===== src/mpts_pkg.sv =====
`timescale 1ns / 1ps
// ----------------------------------------------------------------------------
// Multilevel priority task scheduler package
// Shared types, operation and status codes, and the priority to class map.
// ----------------------------------------------------------------------------
package mpts_pkg;

	// Number of priority classes, fixed by the scheme.
	localparam int NUM_CLASSES = 6;
	localparam int CLASS_W     = 3;
	localparam int QUANTUM_W   = 16;
	localparam int OUT_ID_W    = 8;
	localparam int CFG_IDX_W   = 3;

	typedef logic [CLASS_W-1:0]   cls_t;
	typedef logic [1:0]           status_t;
	typedef logic [1:0]           opcode_t;
	typedef logic [QUANTUM_W-1:0] quantum_t;

	// Operation codes carried in a request beat.
	localparam opcode_t OP_ENQUEUE  = 2'd0;
	localparam opcode_t OP_BOOST    = 2'd1;
	localparam opcode_t OP_DISPATCH = 2'd2;

	// Result status codes.
	localparam status_t ST_ENQUEUED   = 2'd0;
	localparam status_t ST_DISPATCHED = 2'd1;
	localparam status_t ST_EMPTY      = 2'd2;
	localparam status_t ST_FULL       = 2'd3;

	// Quantum reset values, one per class.
	localparam quantum_t QUANTUM_RESET [NUM_CLASSES] = '{
		16'd4, 16'd6, 16'd8, 16'd10, 16'd12, 16'd20
	};

	// Outcome of one request, handed from the queue control to the result stage.
	typedef struct packed {
		logic    has_result;
		logic    pop;
		status_t status;
		cls_t    cls;
	} result_t;

	// Map a task priority number onto its class.
	function automatic cls_t class_of(input logic [3:0] p);
		cls_t c;
		priority if (p <= 4'd1) begin
			c = 3'd0;
		end else if (p == 4'd2) begin
			c = 3'd1;
		end else if (p == 4'd3) begin
			c = 3'd2;
		end else if (p <= 4'd5) begin
			c = 3'd3;
		end else if (p <= 4'd8) begin
			c = 3'd4;
		end else begin
			c = 3'd5;
		end
		return c;
	endfunction

endpackage


===== src/mpts_queue_mem.sv =====
`timescale 1ns / 1ps
// ----------------------------------------------------------------------------
// Queue storage
// Single-port synchronous memory holding the task ids of all class queues.
// ----------------------------------------------------------------------------
module mpts_queue_mem #(
	parameter int ADDR_W = 7,
	parameter int DATA_W = 8,
	parameter int DEPTH  = 96
) (
	input  logic              clk,
	input  logic              we,
	input  logic              re,
	input  logic [ADDR_W-1:0] addr,
	input  logic [DATA_W-1:0] wdata,
	output logic [DATA_W-1:0] rdata
);

	logic [DATA_W-1:0] mem_q [0:DEPTH-1];
	logic [DATA_W-1:0] rdata_q;

	// One access a cycle; read data is registered and held until the next read.
	always_ff @(posedge clk) begin
		if (we) begin
			mem_q[addr] <= wdata;
		end
		if (re) begin
			rdata_q <= mem_q[addr];
		end
	end

	assign rdata = rdata_q;

endmodule


===== src/mpts_queue_ctrl.sv =====
`timescale 1ns / 1ps
// ----------------------------------------------------------------------------
// Queue control
// Head, tail and fill count per class; picks the class for each request and
// drives the storage address.
// ----------------------------------------------------------------------------
module mpts_queue_ctrl #(
	parameter int QUEUE_DEPTH = 16,
	parameter int PTR_W       = 4,
	parameter int ADDR_W      = 7
) (
	input  logic                  clk,
	input  logic                  arst_n,
	input  logic                  accept,
	input  mpts_pkg::opcode_t     opcode,
	input  logic [3:0]            task_priority,
	output logic                  mem_we,
	output logic                  mem_re,
	output logic [ADDR_W-1:0]     mem_addr,
	output mpts_pkg::result_t     result
);

	localparam int CNT_W = $clog2(QUEUE_DEPTH + 1);

	logic [PTR_W-1:0] head_q [mpts_pkg::NUM_CLASSES];
	logic [PTR_W-1:0] tail_q [mpts_pkg::NUM_CLASSES];
	logic [CNT_W-1:0] cnt_q  [mpts_pkg::NUM_CLASSES];

	logic [mpts_pkg::NUM_CLASSES-1:0] nonempty;
	mpts_pkg::cls_t enq_cls;
	mpts_pkg::cls_t pick_cls;
	mpts_pkg::cls_t cls_sel;
	logic           is_enq;
	logic           is_disp;
	logic           any;
	logic           full;
	logic           do_push;
	logic           do_pop;
	logic [PTR_W-1:0] ptr_sel;

	// Enqueue class, with the one-step boost for I/O completion.
	always_comb begin
		enq_cls = mpts_pkg::class_of(task_priority);
		if (opcode == mpts_pkg::OP_BOOST && enq_cls != 3'd0) begin
			enq_cls = enq_cls - 3'd1;
		end
	end

	// Most urgent nonempty class.
	always_comb begin
		pick_cls = '0;
		for (int c = mpts_pkg::NUM_CLASSES - 1; c >= 0; c--) begin
			nonempty[c] = (cnt_q[c] != '0);
			if (nonempty[c]) begin
				pick_cls = mpts_pkg::cls_t'(c);
			end
		end
	end

	assign is_enq  = (opcode == mpts_pkg::OP_ENQUEUE) || (opcode == mpts_pkg::OP_BOOST);
	assign is_disp = (opcode == mpts_pkg::OP_DISPATCH);
	assign any     = |nonempty;
	assign cls_sel = is_disp ? pick_cls : enq_cls;
	assign full    = (cnt_q[cls_sel] == CNT_W'(QUEUE_DEPTH));
	assign do_push = accept && is_enq && !full;
	assign do_pop  = accept && is_disp && any;
	assign ptr_sel = is_disp ? head_q[cls_sel] : tail_q[cls_sel];

	// Storage access for this request.
	assign mem_we   = do_push;
	assign mem_re   = do_pop;
	assign mem_addr = {cls_sel, ptr_sel};

	// Result of this request.
	always_comb begin
		result.has_result = accept && (is_enq || is_disp);
		result.pop        = do_pop;
		result.cls        = cls_sel;
		if (is_disp) begin
			result.status = any ? mpts_pkg::ST_DISPATCHED : mpts_pkg::ST_EMPTY;
			if (!any) begin
				result.cls = '0;
			end
		end else begin
			result.status = full ? mpts_pkg::ST_FULL : mpts_pkg::ST_ENQUEUED;
		end
	end

	// Pointer and count update; a pointer wraps after the last slot.
	always_ff @(posedge clk or negedge arst_n) begin
		if (!arst_n) begin
			for (int c = 0; c < mpts_pkg::NUM_CLASSES; c++) begin
				head_q[c] <= '0;
				tail_q[c] <= '0;
				cnt_q[c]  <= '0;
			end
		end else if (do_push) begin
			tail_q[cls_sel] <= (tail_q[cls_sel] == PTR_W'(QUEUE_DEPTH - 1)) ? '0 :
				tail_q[cls_sel] + PTR_W'(1);
			cnt_q[cls_sel]  <= cnt_q[cls_sel] + CNT_W'(1);
		end else if (do_pop) begin
			head_q[cls_sel] <= (head_q[cls_sel] == PTR_W'(QUEUE_DEPTH - 1)) ? '0 :
				head_q[cls_sel] + PTR_W'(1);
			cnt_q[cls_sel]  <= cnt_q[cls_sel] - CNT_W'(1);
		end
	end

endmodule


===== src/multilevel_priority_task_scheduler.sv =====
`timescale 1ns / 1ps
// ----------------------------------------------------------------------------
// Multilevel priority task scheduler
// Six FIFO task queues, one per priority class, in one synchronous memory.
// The result beat is presented in the cycle after the request beat is taken.
// Throughput: one request per cycle while no stalled result beat is waiting, set by the single storage port.
// Reset: pointers and counts clear at once; quanta return to their defaults.
// There is no clearing pass: queue entries are only read after being written.
// ----------------------------------------------------------------------------
module multilevel_priority_task_scheduler #(
	parameter int QUEUE_DEPTH = 16,
	parameter int ID_WIDTH    = 8
) (
	input  logic                           clk,
	input  logic                           arst_n,
	// Request channel
	input  logic                           in_valid,
	output logic                           in_stall,
	input  logic [1:0]                     opcode,
	input  logic [7:0]                     task_id,
	input  logic [3:0]                     task_priority,
	// Result channel
	output logic                           out_valid,
	input  logic                           out_stall,
	output logic [1:0]                     status,
	output logic [7:0]                     picked_id,
	output logic [2:0]                     picked_class,
	output logic [15:0]                    slice_ms,
	// Configuration channel
	input  logic                           cfg_valid,
	output logic                           cfg_ready,
	input  logic [mpts_pkg::CFG_IDX_W-1:0] cfg_index,
	input  logic [15:0]                    cfg_data
);

	localparam int PTR_W  = (QUEUE_DEPTH > 1) ? $clog2(QUEUE_DEPTH) : 1;
	localparam int ADDR_W = mpts_pkg::CLASS_W + PTR_W;
	localparam int DEPTH  = mpts_pkg::NUM_CLASSES << PTR_W;

	mpts_pkg::quantum_t quanta_q [mpts_pkg::NUM_CLASSES];

	logic              in_fire;
	logic              mem_we;
	logic              mem_re;
	logic [ADDR_W-1:0] mem_addr;
	logic [15:0]       id_wide;
	logic [ID_WIDTH-1:0] mem_rdata;
	logic [15:0]       rd_wide;
	mpts_pkg::result_t result;

	logic               v_s1;
	logic               pop_s1;
	mpts_pkg::status_t  status_s1;
	mpts_pkg::cls_t     cls_s1;
	mpts_pkg::quantum_t slice_s1;

	// A request beat is taken unless a result beat is waiting and stalled.
	assign in_stall  = v_s1 && out_stall;
	assign in_fire   = in_valid && !in_stall;
	assign cfg_ready = 1'b1;

	// Quantum registers.
	always_ff @(posedge clk or negedge arst_n) begin
		if (!arst_n) begin
			for (int c = 0; c < mpts_pkg::NUM_CLASSES; c++) begin
				quanta_q[c] <= mpts_pkg::QUANTUM_RESET[c];
			end
		end else if (cfg_valid && cfg_ready &&
				cfg_index < mpts_pkg::CFG_IDX_W'(mpts_pkg::NUM_CLASSES)) begin
			quanta_q[cfg_index] <= cfg_data;
		end
	end

	mpts_queue_ctrl #(
		.QUEUE_DEPTH (QUEUE_DEPTH),
		.PTR_W       (PTR_W),
		.ADDR_W      (ADDR_W)
	) u_ctrl (
		.clk           (clk),
		.arst_n        (arst_n),
		.accept        (in_fire),
		.opcode        (opcode),
		.task_priority (task_priority),
		.mem_we        (mem_we),
		.mem_re        (mem_re),
		.mem_addr      (mem_addr),
		.result        (result)
	);

	// Ids are stored at ID_WIDTH bits.
	assign id_wide = 16'(task_id);

	mpts_queue_mem #(
		.ADDR_W (ADDR_W),
		.DATA_W (ID_WIDTH),
		.DEPTH  (DEPTH)
	) u_mem (
		.clk   (clk),
		.we    (mem_we),
		.re    (mem_re),
		.addr  (mem_addr),
		.wdata (id_wide[ID_WIDTH-1:0]),
		.rdata (mem_rdata)
	);

	// Result stage: valid flag.
	always_ff @(posedge clk or negedge arst_n) begin
		if (!arst_n) begin
			v_s1 <= 1'b0;
		end else if (in_fire) begin
			v_s1 <= result.has_result;
		end else if (!out_stall) begin
			v_s1 <= 1'b0;
		end
	end

	// Result stage: payload, the id itself arrives from the memory read.
	always_ff @(posedge clk) begin
		if (in_fire) begin
			pop_s1    <= result.pop;
			status_s1 <= result.status;
			cls_s1    <= result.cls;
			slice_s1  <= result.pop ? quanta_q[result.cls] : '0;
		end
	end

	assign rd_wide = 16'(mem_rdata);

	// Result beat.
	assign out_valid    = v_s1;
	assign status       = status_s1;
	assign picked_class = cls_s1;
	assign slice_ms     = slice_s1;
	assign picked_id    = pop_s1 ? rd_wide[mpts_pkg::OUT_ID_W-1:0] : '0;

endmodule


===== config.mk =====
export PLATFORM = sky130hd
export DESIGN_NAME = multilevel_priority_task_scheduler
export DESIGN_NICKNAME = d
export VERILOG_FILES = /design/src/mpts_pkg.sv /design/src/mpts_queue_mem.sv /design/src/mpts_queue_ctrl.sv /design/src/multilevel_priority_task_scheduler.sv
export SDC_FILE = /design/constraint.sdc
export NUM_CORES = 1
export LEC_CHECK = 0
export BUFFER_PORTS_ARGS = -buffer_cell sky130_fd_sc_hd__buf_2
export CAP_MARGIN = 5
export CORE_MARGIN = 1
export CORE_UTILIZATION = 35
export CTS_CLUSTER_SIZE = 30
export DETAILED_ROUTE_END_ITERATION = 7
export MAX_ROUTING_LAYER = met4
export RECOVER_POWER = 100
export SETUP_SLACK_MARGIN = 0.5
export SLEW_MARGIN = 0
export SYNTH_ARGS = -nofsm -noshare
export SYNTH_HDL_FRONTEND = slang
export SYNTH_HIERARCHICAL = 1
export SYNTH_SLANG_ARGS = --single-unit

===== constraint.sdc =====
create_clock -name clk -period 7 [get_ports clk]
set_clock_uncertainty 0.05 [all_clocks]
set_input_delay 2.1 -clock clk [delete_from_list [all_inputs] [get_ports clk]]
set_output_delay 2.1 -clock clk [all_outputs]
set_load 0.05 [all_outputs]

# [Word level (Yosys, flattened, before mapping)]
# Memories as Yosys holds them, arrays and structs flattened. A register that Yosys moved wholly into a read port is not among the register bits.
# Index checks and enable logic that the tools add are counted.
[word_totals] ff_bits=197 mem_bits_rw=768 input_bits=38 out_inout_bits=32 word_cells=133 n_memories=1
[mem_list] memory="u_mem.mem_q" words=96 word_bits=8 rd=1 rd_ports_with_merged_regs=1 wr=1 line_no="mpts_queue_mem.sv:19" source="logic [DATA_W-1:0] mem_q [0:DEPTH-1];"
[classes] addsub=5 n_lt_le_gt_ge=9 n_eq_ne=8 mux=51 n_bitwise=4 n_reduce_logical=26
[op_table] op="96-bit bitwise mux" count=1
[op_table] op="30-bit bitwise mux" count=2
[op_table] op="30-bit two-way mux" count=2
[op_table] op="16-bit binary-select mux with 3-bit select" count=1
[op_table] op="24-bit bitwise mux" count=2
[op_table] op="16-bit demux with 3-bit select" count=1
[op_table] op="16-bit two-way mux" count=3
[op_table] op="3-bit two-way mux" count=14
[op_table] op="4-bit two-way mux" count=8
[op_table] op="5-bit nonzero test" count=6
[op_table] op="4-bit binary-select mux with 3-bit select" count=2
[op_table] op="5-bit binary-select mux with 3-bit select" count=1
[op_table] op="5-bit demux with 3-bit select" count=1
[op_table] op="5-bit two-way mux" count=3
[op_table] op="4-bit demux with 3-bit select" count=1
[op_table] op="4-bit greater-or-equal comparator (second input constant)" count=3
[op_table] op="3-bit inverter with 4-bit output" count=3
[op_table] op="1-bit logical AND" count=11
[op_table] op="4-bit by 1-bit adder with 4-bit output (second input constant)" count=2
[op_table] op="4-bit by 2-bit equality test with 1-bit output (second input constant)" count=2
[op_table] op="4-bit equality test (second input constant)" count=2
[op_table] op="4-bit by 1-bit less-than comparator with 1-bit output (second input constant)" count=2
[op_table] op="8-bit two-way mux" count=1
[op_table] op="2-bit two-way mux" count=3
[op_table] op="other kinds (20)" count=26

# [Depth between registers and ports, before layout]
[logic_depth] ltp_word=19 ltp_mapped=27 depth_no_buf=21

# [Cells and area by module]
# Netlist, hierarchy kept.
[by_module_without_submodules] mod="mpts_queue_mem" instances=1 cells_each=1506 area_per_inst_um2=30225.2 seq_area_each_um2=23302.3
[by_module_without_submodules] mod="multilevel_priority_task_scheduler" instances=1 cells_each=337 area_per_inst_um2=5277.6 seq_area_each_um2=3100.5
[by_module_without_submodules] mod="mpts_queue_ctrl" instances=1 cells_each=484 area_per_inst_um2=4958.5 seq_area_each_um2=1951.9

# [Worst setup path before layout]
# OpenSTA, ideal clock, no wires.
[synth_path] kind="input to register" startpoint="in task_priority[3]" endpoint="mem u_mem.mem_q[41][0] (enable)" setup_time_ns=0.383 t_arrival_ns=6.482 required_time_ns=6.567 path_slack_ns=0.084 path_stages=23 path_buffers=7 cell_sequence="nor4bb_1 > nor2_1 > ha_1 > ha_1 > or3b_1 > clkbuf_1 > nand3_1 > o21ai_1 > or2_4 > clkinv_8 > buf_12 > mux2i_1 > o22ai_1 > a221oi_1 > inv_1 > nor2_1 > a21oi_1 > buf_2 > buf_2 > buf_2 > clkbuf_1 > buf_2 > nor3_1"
[synth_between] word_cells_on_any_way=31 cone_classes="1 x add/sub; 3 x order compare; 3 x eq/ne; 19 x mux; 1 x bitwise; 4 x reduce/logical"
[synth_lines] element="start, declared" line_no="multilevel_priority_task_scheduler.sv:21" source="input logic [3:0] task_priority,"
[synth_lines] element="4-bit less-or-equal comparator" line_no="mpts_pkg.sv:55" source="end else if (p <= 4'd8) begin"
[synth_lines] element="1-bit two-way mux" line_no="mpts_pkg.sv:55"
[synth_lines] element="3-bit two-way mux" line_no="mpts_pkg.sv:53" source="end else if (p <= 4'd5) begin"
[synth_lines] element="3-bit two-way mux" line_no="mpts_pkg.sv:51" source="end else if (p == 4'd3) begin"
[synth_lines] element="3-bit two-way mux" line_no="mpts_pkg.sv:49" source="end else if (p == 4'd2) begin"
[synth_lines] element="3-bit two-way mux *" line_no="mpts_pkg.sv:47" source="priority if (p <= 4'd1) begin"
[synth_lines] element="parallel branches: the longest is 2 deep, another holds 3-bit by 1-bit subtractor with 3-bit output"
[synth_lines] element="3-bit two-way mux *" line_no="mpts_queue_ctrl.sv:44" source="if (opcode == mpts_pkg::OP_BOOST && enq_cls != 3'd0) begin"
[synth_lines] element="3-bit two-way mux *" line_no="mpts_queue_ctrl.sv:63" source="assign cls_sel = is_disp ? pick_cls : enq_cls;"
[synth_lines] element="3-bit inverter with 4-bit output (not written as such) *" line_no="mpts_queue_ctrl.sv:67" source="assign ptr_sel = is_disp ? head_q[cls_sel] : tail_q[cls_sel];"
[synth_lines] element="4-bit binary-select mux with 3-bit select" line_no="mpts_queue_ctrl.sv:67"
[synth_lines] element="4-bit two-way mux (not written as such) (2 in series)" line_no="mpts_queue_ctrl.sv:67"
[synth_lines] element="4-bit two-way mux *" line_no="mpts_queue_ctrl.sv:67"
[synth_lines] element="via mem_addr[2]" line_no="multilevel_priority_task_scheduler.sv:45" source="logic [ADDR_W-1:0] mem_addr;"
[synth_lines] element="end, declared" line_no="mpts_queue_mem.sv:19"
# Mark *: on every way through the listed nets, which the timed path passes. The select of a mux whose other input is x is not followed.

==> results.md <==
* Status: complete, but fails checks
* Violations in the final reports: design-rule violations, max-capacitance violations, max-slew violations
* Unrepaired setup endpoints after global routing: yes
* Number of CTS-inserted buffers at 101
* Leakage power at about 17 nW
* Worst R2R Start: u_ctrl/cnt_q[16]$_DFFE_PN0P_
* IO Port Bufs at 68
* Total GRT Usage at approximately a fifth
* Routed via count at 23,900
* Hold Path End: u_ctrl/tail_q[16]$_DFFE_PN0P_
* Instance count of the mapped netlist at 2,327
* Vias in the first global route at approximately 25,000
* Most common cell after layout, fill and taps aside: sky130_fd_sc_hd__edfxtp_1
* Highest cell delay on the worst timing path at 1.13 ns
* Synthesized flop and latch total at 973
* Largest net degree at the start of global routing at between 90 and 100
* Category of the critical setup timing path: in2reg
* Io pins at 70
* Worst R2R Path Depth at 11
* Half-perimeter wire length after placement at 72,800 microns
* Post-Synthesis Mean Instance Area at 17.4 sq um
* Post-place instance area at 47,100 sq um
* Initial cell density of the core at 35.3%
* Number of antenna violations at the first check in global routing at 3
* Post-synth EDFFs at ~800
* Final-report setup violation count at 0
* Cells along the critical path: buf_2, nor4bb_2, nor2_1, ha_2, ha_1, or3b_4, xor2_1, and2_1, nor2_4, buf_4, buf_4, inv_1, clkbuf_1, nand3b_1, o21ai_0
* Post-route antenna net violation count at 0
* Standard cell with the maximum stage delay on the critical path: sky130_fd_sc_hd__clkbuf_1
* Final Hold Slack at 0.438 ns
* Final Cycle Share at between 90% and 100%
* Synthesized netlist net count at about 2,400
* Highest clock frequency the design can meet at 0.153 GHz
* Drt drc at 20
* HP Start: u_ctrl/tail_q[16]$_DFFE_PN0P_
* Layout area overhead at 24.7%
* Sequential share of the synthesized area at 70.1%
* Count of cells along the worst hold path at 1
* Count of maximum capacitance violations at 15
* Final wirelength at 111,000 microns
* Kind of end point of the critical path: flop
* Die Span X at 342 microns
* Commonest non-fill, non-tap cells in the layout: sky130_fd_sc_hd__edfxtp_1, sky130_fd_sc_hd__buf_4, sky130_fd_sc_hd__dfrtp_1
* Vias/cell at 5.45
* Antenna Cells at 0
* Die outline area at roughly 120,000 sq um
* Post-synthesis cell type count at 104
* Final net count at 2,827
* CTS H-tree depth at 3
* First-iteration detailed-routing DRC count at 2,192
* Actual transition at the worst max-transition pin at slightly below 5 ns
* Rows at 124
* Post-Syn Area at 40,500 sq um
* VDD IR-drop max at 0.217 mV
* CTS Buffer Depth at 3
* Share of layout cells above drive strength 1 at between 30% and 40%
* Hold violation count in the final report at 0
* Final estimated routing congestion in global placement at about 0.91
* TritonCTS clock tree: done
* Yosys warning total at 6
* Largest driver fanout on the critical path at 18
* Power density relative to cell area at 337 nW/um^2
* Tmin final at about 6.5 ns
* Synth async-reset ratio at 18.0%
* Sort of element at the start of the critical path: input port
* Library cell used as clock root buffer: sky130_fd_sc_hd__clkbuf_16
* Ys flop type: sky130_fd_sc_hd__edfxtp_1
* Reg2Reg Setup Slack at 1.81 ns
* Die extent in y at roughly 340 microns
* Clock latency on the worst-skew pair at 0.70 ns
* Core Box Area at 115,000 sq um
* Path class of the lowest-slack min-delay path: reg2reg
* 1st-pass router iterations at 8
* Tightest slew margin relative to the limit at -225%
* Reg-to-reg endpoint: slice_ms[12]$_SDFFCE_PN0P_
* Final global-route overflow total at 0
* Clock-pin slew on the worst setup and hold paths at around 0.060 ns
* Most used cell along the critical path: sky130_fd_sc_hd__buf_4
* Required time worst endpoint at 7.45 ns
* Wirelength per Cell at 25.4 microns
* Final Slew Violations at slightly below 1,000
* Cts hold-fix bufs at 0
* WP data arrival at 6.99 ns
* First-pass GRT wire length at 166,000 microns
* CTS Sinks at a little under 1,000
* Summed area of non-filler cells in the final layout at 50,500 sq um
* Sum of buffers and inverters on the critical path at 5
* Crit path max-delay family: simple AND/OR/NAND/NOR gates
-- worst max path at each step --
stage	start	to	slack [ns]	depth (start not counted)
floorplan	task_priority[2]	u_mem/mem_q[47][0]$_DFFE_PP_	0.45	24
global placement	task_priority[3]	u_mem/rdata[7]$_DFFE_PP_	-0.46	22
detailed placement	task_priority[2]	u_mem/rdata[7]$_DFFE_PP_	-0.53	23
CTS	task_priority[2]	u_mem/rdata[7]$_DFFE_PP_	0.51	21
global route	task_priority[3]	slice_ms[12]$_SDFFCE_PN0P_	0.19	15
finish	task_priority[3]	slice_ms[12]$_SDFFCE_PN0P_	0.46	15
-- sequential cells by signal, indices dropped and copies added (netlist names), named ones only --
register       flops
picked_class       3
u_mem/mem_q      768
pop_s1             1
status             2
u_ctrl/cnt_q      24
u_mem/rdata        8
out_valid          1
u_ctrl/tail_q     24
quanta_q          96
u_ctrl/head_q     24
slice_ms          16
-- cell type report --
type	instances	area (sq um)
clock buffer	127	2680
clock inverter	59	672
fill	9904	64000
inverter	31	133
multi-input combinational	1201	12100
sequential	973	28400
tap	1512	1890
timing repair buffer	474	4650
-- per-stage QoR --
stage / util [%] / TNS (ns) / worst slack [ns] / power, mW / std cells
after floorplan: - / 0 / 0.451 / 9.64 / 2327
after global placement: 41.1 / -37.24 / -0.457 / 11.5 / 4184
after detailed placement: 41.1 / -51.75 / -0.529 / 11.6 / 4184
after CTS: 44.1 / 0 / 0.507 / 17.0 / 4371
after global routing: 44.1 / 0 / 0.190 / 17.6 / 4377
final: 44.1 / 0 / 0.457 / 17.0 / 4377
-- worst reg2reg max path, stage by stage (launching register included) --
cell                       delay, ns
sky130_fd_sc_hd__dfrtp_1        0.44
sky130_fd_sc_hd__or4_4          0.58
sky130_fd_sc_hd__or2_0          0.27
sky130_fd_sc_hd__o211ai_1       0.35
sky130_fd_sc_hd__o21a_4         0.24
sky130_fd_sc_hd__nor2_4         0.06
sky130_fd_sc_hd__buf_4          0.18
sky130_fd_sc_hd__buf_4          0.17
sky130_fd_sc_hd__inv_1          0.07
sky130_fd_sc_hd__clkbuf_1       1.13
sky130_fd_sc_hd__nand3b_1       1.00
sky130_fd_sc_hd__o21ai_0        0.46
-- per-layer routing --
layer  global-route usage [%]  share of wire (%)  vias up
li1                         -                  -    10300
met1                     26.7                 44    12600
met2                     31.0                 48      819
met3                     2.79                5.6      188
met4                     5.20                2.5        0
met5                        -                  0        -
-- repair_timing --
item | 4_1_cts | 5_1_grt
resized for setup | 5 | 33
buffers inserted | 1 | 6
pin swaps | 0 | 6
setup endpoints to repair | 30 | 294
-- synth_stat cells, types with 13 or more instances --
library cell / number / area [sq um]
sky130_fd_sc_hd__a22oi_1: 38 / 285
sky130_fd_sc_hd__o21ai_0: 37 / 185
sky130_fd_sc_hd__o221ai_1: 15 / 131
sky130_fd_sc_hd__nor2_1: 163 / 612
sky130_fd_sc_hd__and2_1: 16 / 100
sky130_fd_sc_hd__mux2_4: 16 / 240
sky130_fd_sc_hd__a21oi_1: 41 / 205
sky130_fd_sc_hd__mux2_2: 142 / 1600
sky130_fd_sc_hd__dfrtp_1: 165 / 4130
sky130_fd_sc_hd__o211ai_1: 14 / 105
sky130_fd_sc_hd__mux2i_1: 103 / 1030
sky130_fd_sc_hd__buf_2: 47 / 235
sky130_fd_sc_hd__nand3_1: 24 / 120
sky130_fd_sc_hd__mux4_2: 147 / 3310
sky130_fd_sc_hd__nor3_1: 28 / 140
sky130_fd_sc_hd__clkbuf_1: 33 / 124
sky130_fd_sc_hd__mux2_1: 24 / 270
sky130_fd_sc_hd__buf_4: 20 / 150
sky130_fd_sc_hd__nand2_1: 107 / 402
sky130_fd_sc_hd__edfxtp_1: 798 / 24000
sky130_fd_sc_hd__o22a_1: 18 / 158
sky130_fd_sc_hd__nor2b_1: 13 / 81.3
sky130_fd_sc_hd__a221oi_1: 52 / 455
sky130_fd_sc_hd__buf_6: 15 / 169
sky130_fd_sc_hd__inv_1: 24 / 90.1
-- cells by family after synthesis --
kind of cell,Yosys count,share of synthesized area [%]
AND/OR/NAND/NOR,415,4.95
multiplexers,432,15.9
XOR/XNOR,5,0.108
flip-flops,973,70.1
AO/OA/AOI/OAI,341,6.55
adder cells (fa/ha/maj),7,0.216
buffers and inverters,153,2.14
other,1,0.00927
-- report_power, final --
group          switching, mW  internal (mW)  total [mW]
clock network           2.28           3.10        5.38
registers              0.223           6.66        6.88
logic                   2.57           2.16        4.73
total                   5.08           11.9        17.0
No activity file was read; power rests on OpenSTA's default activity.
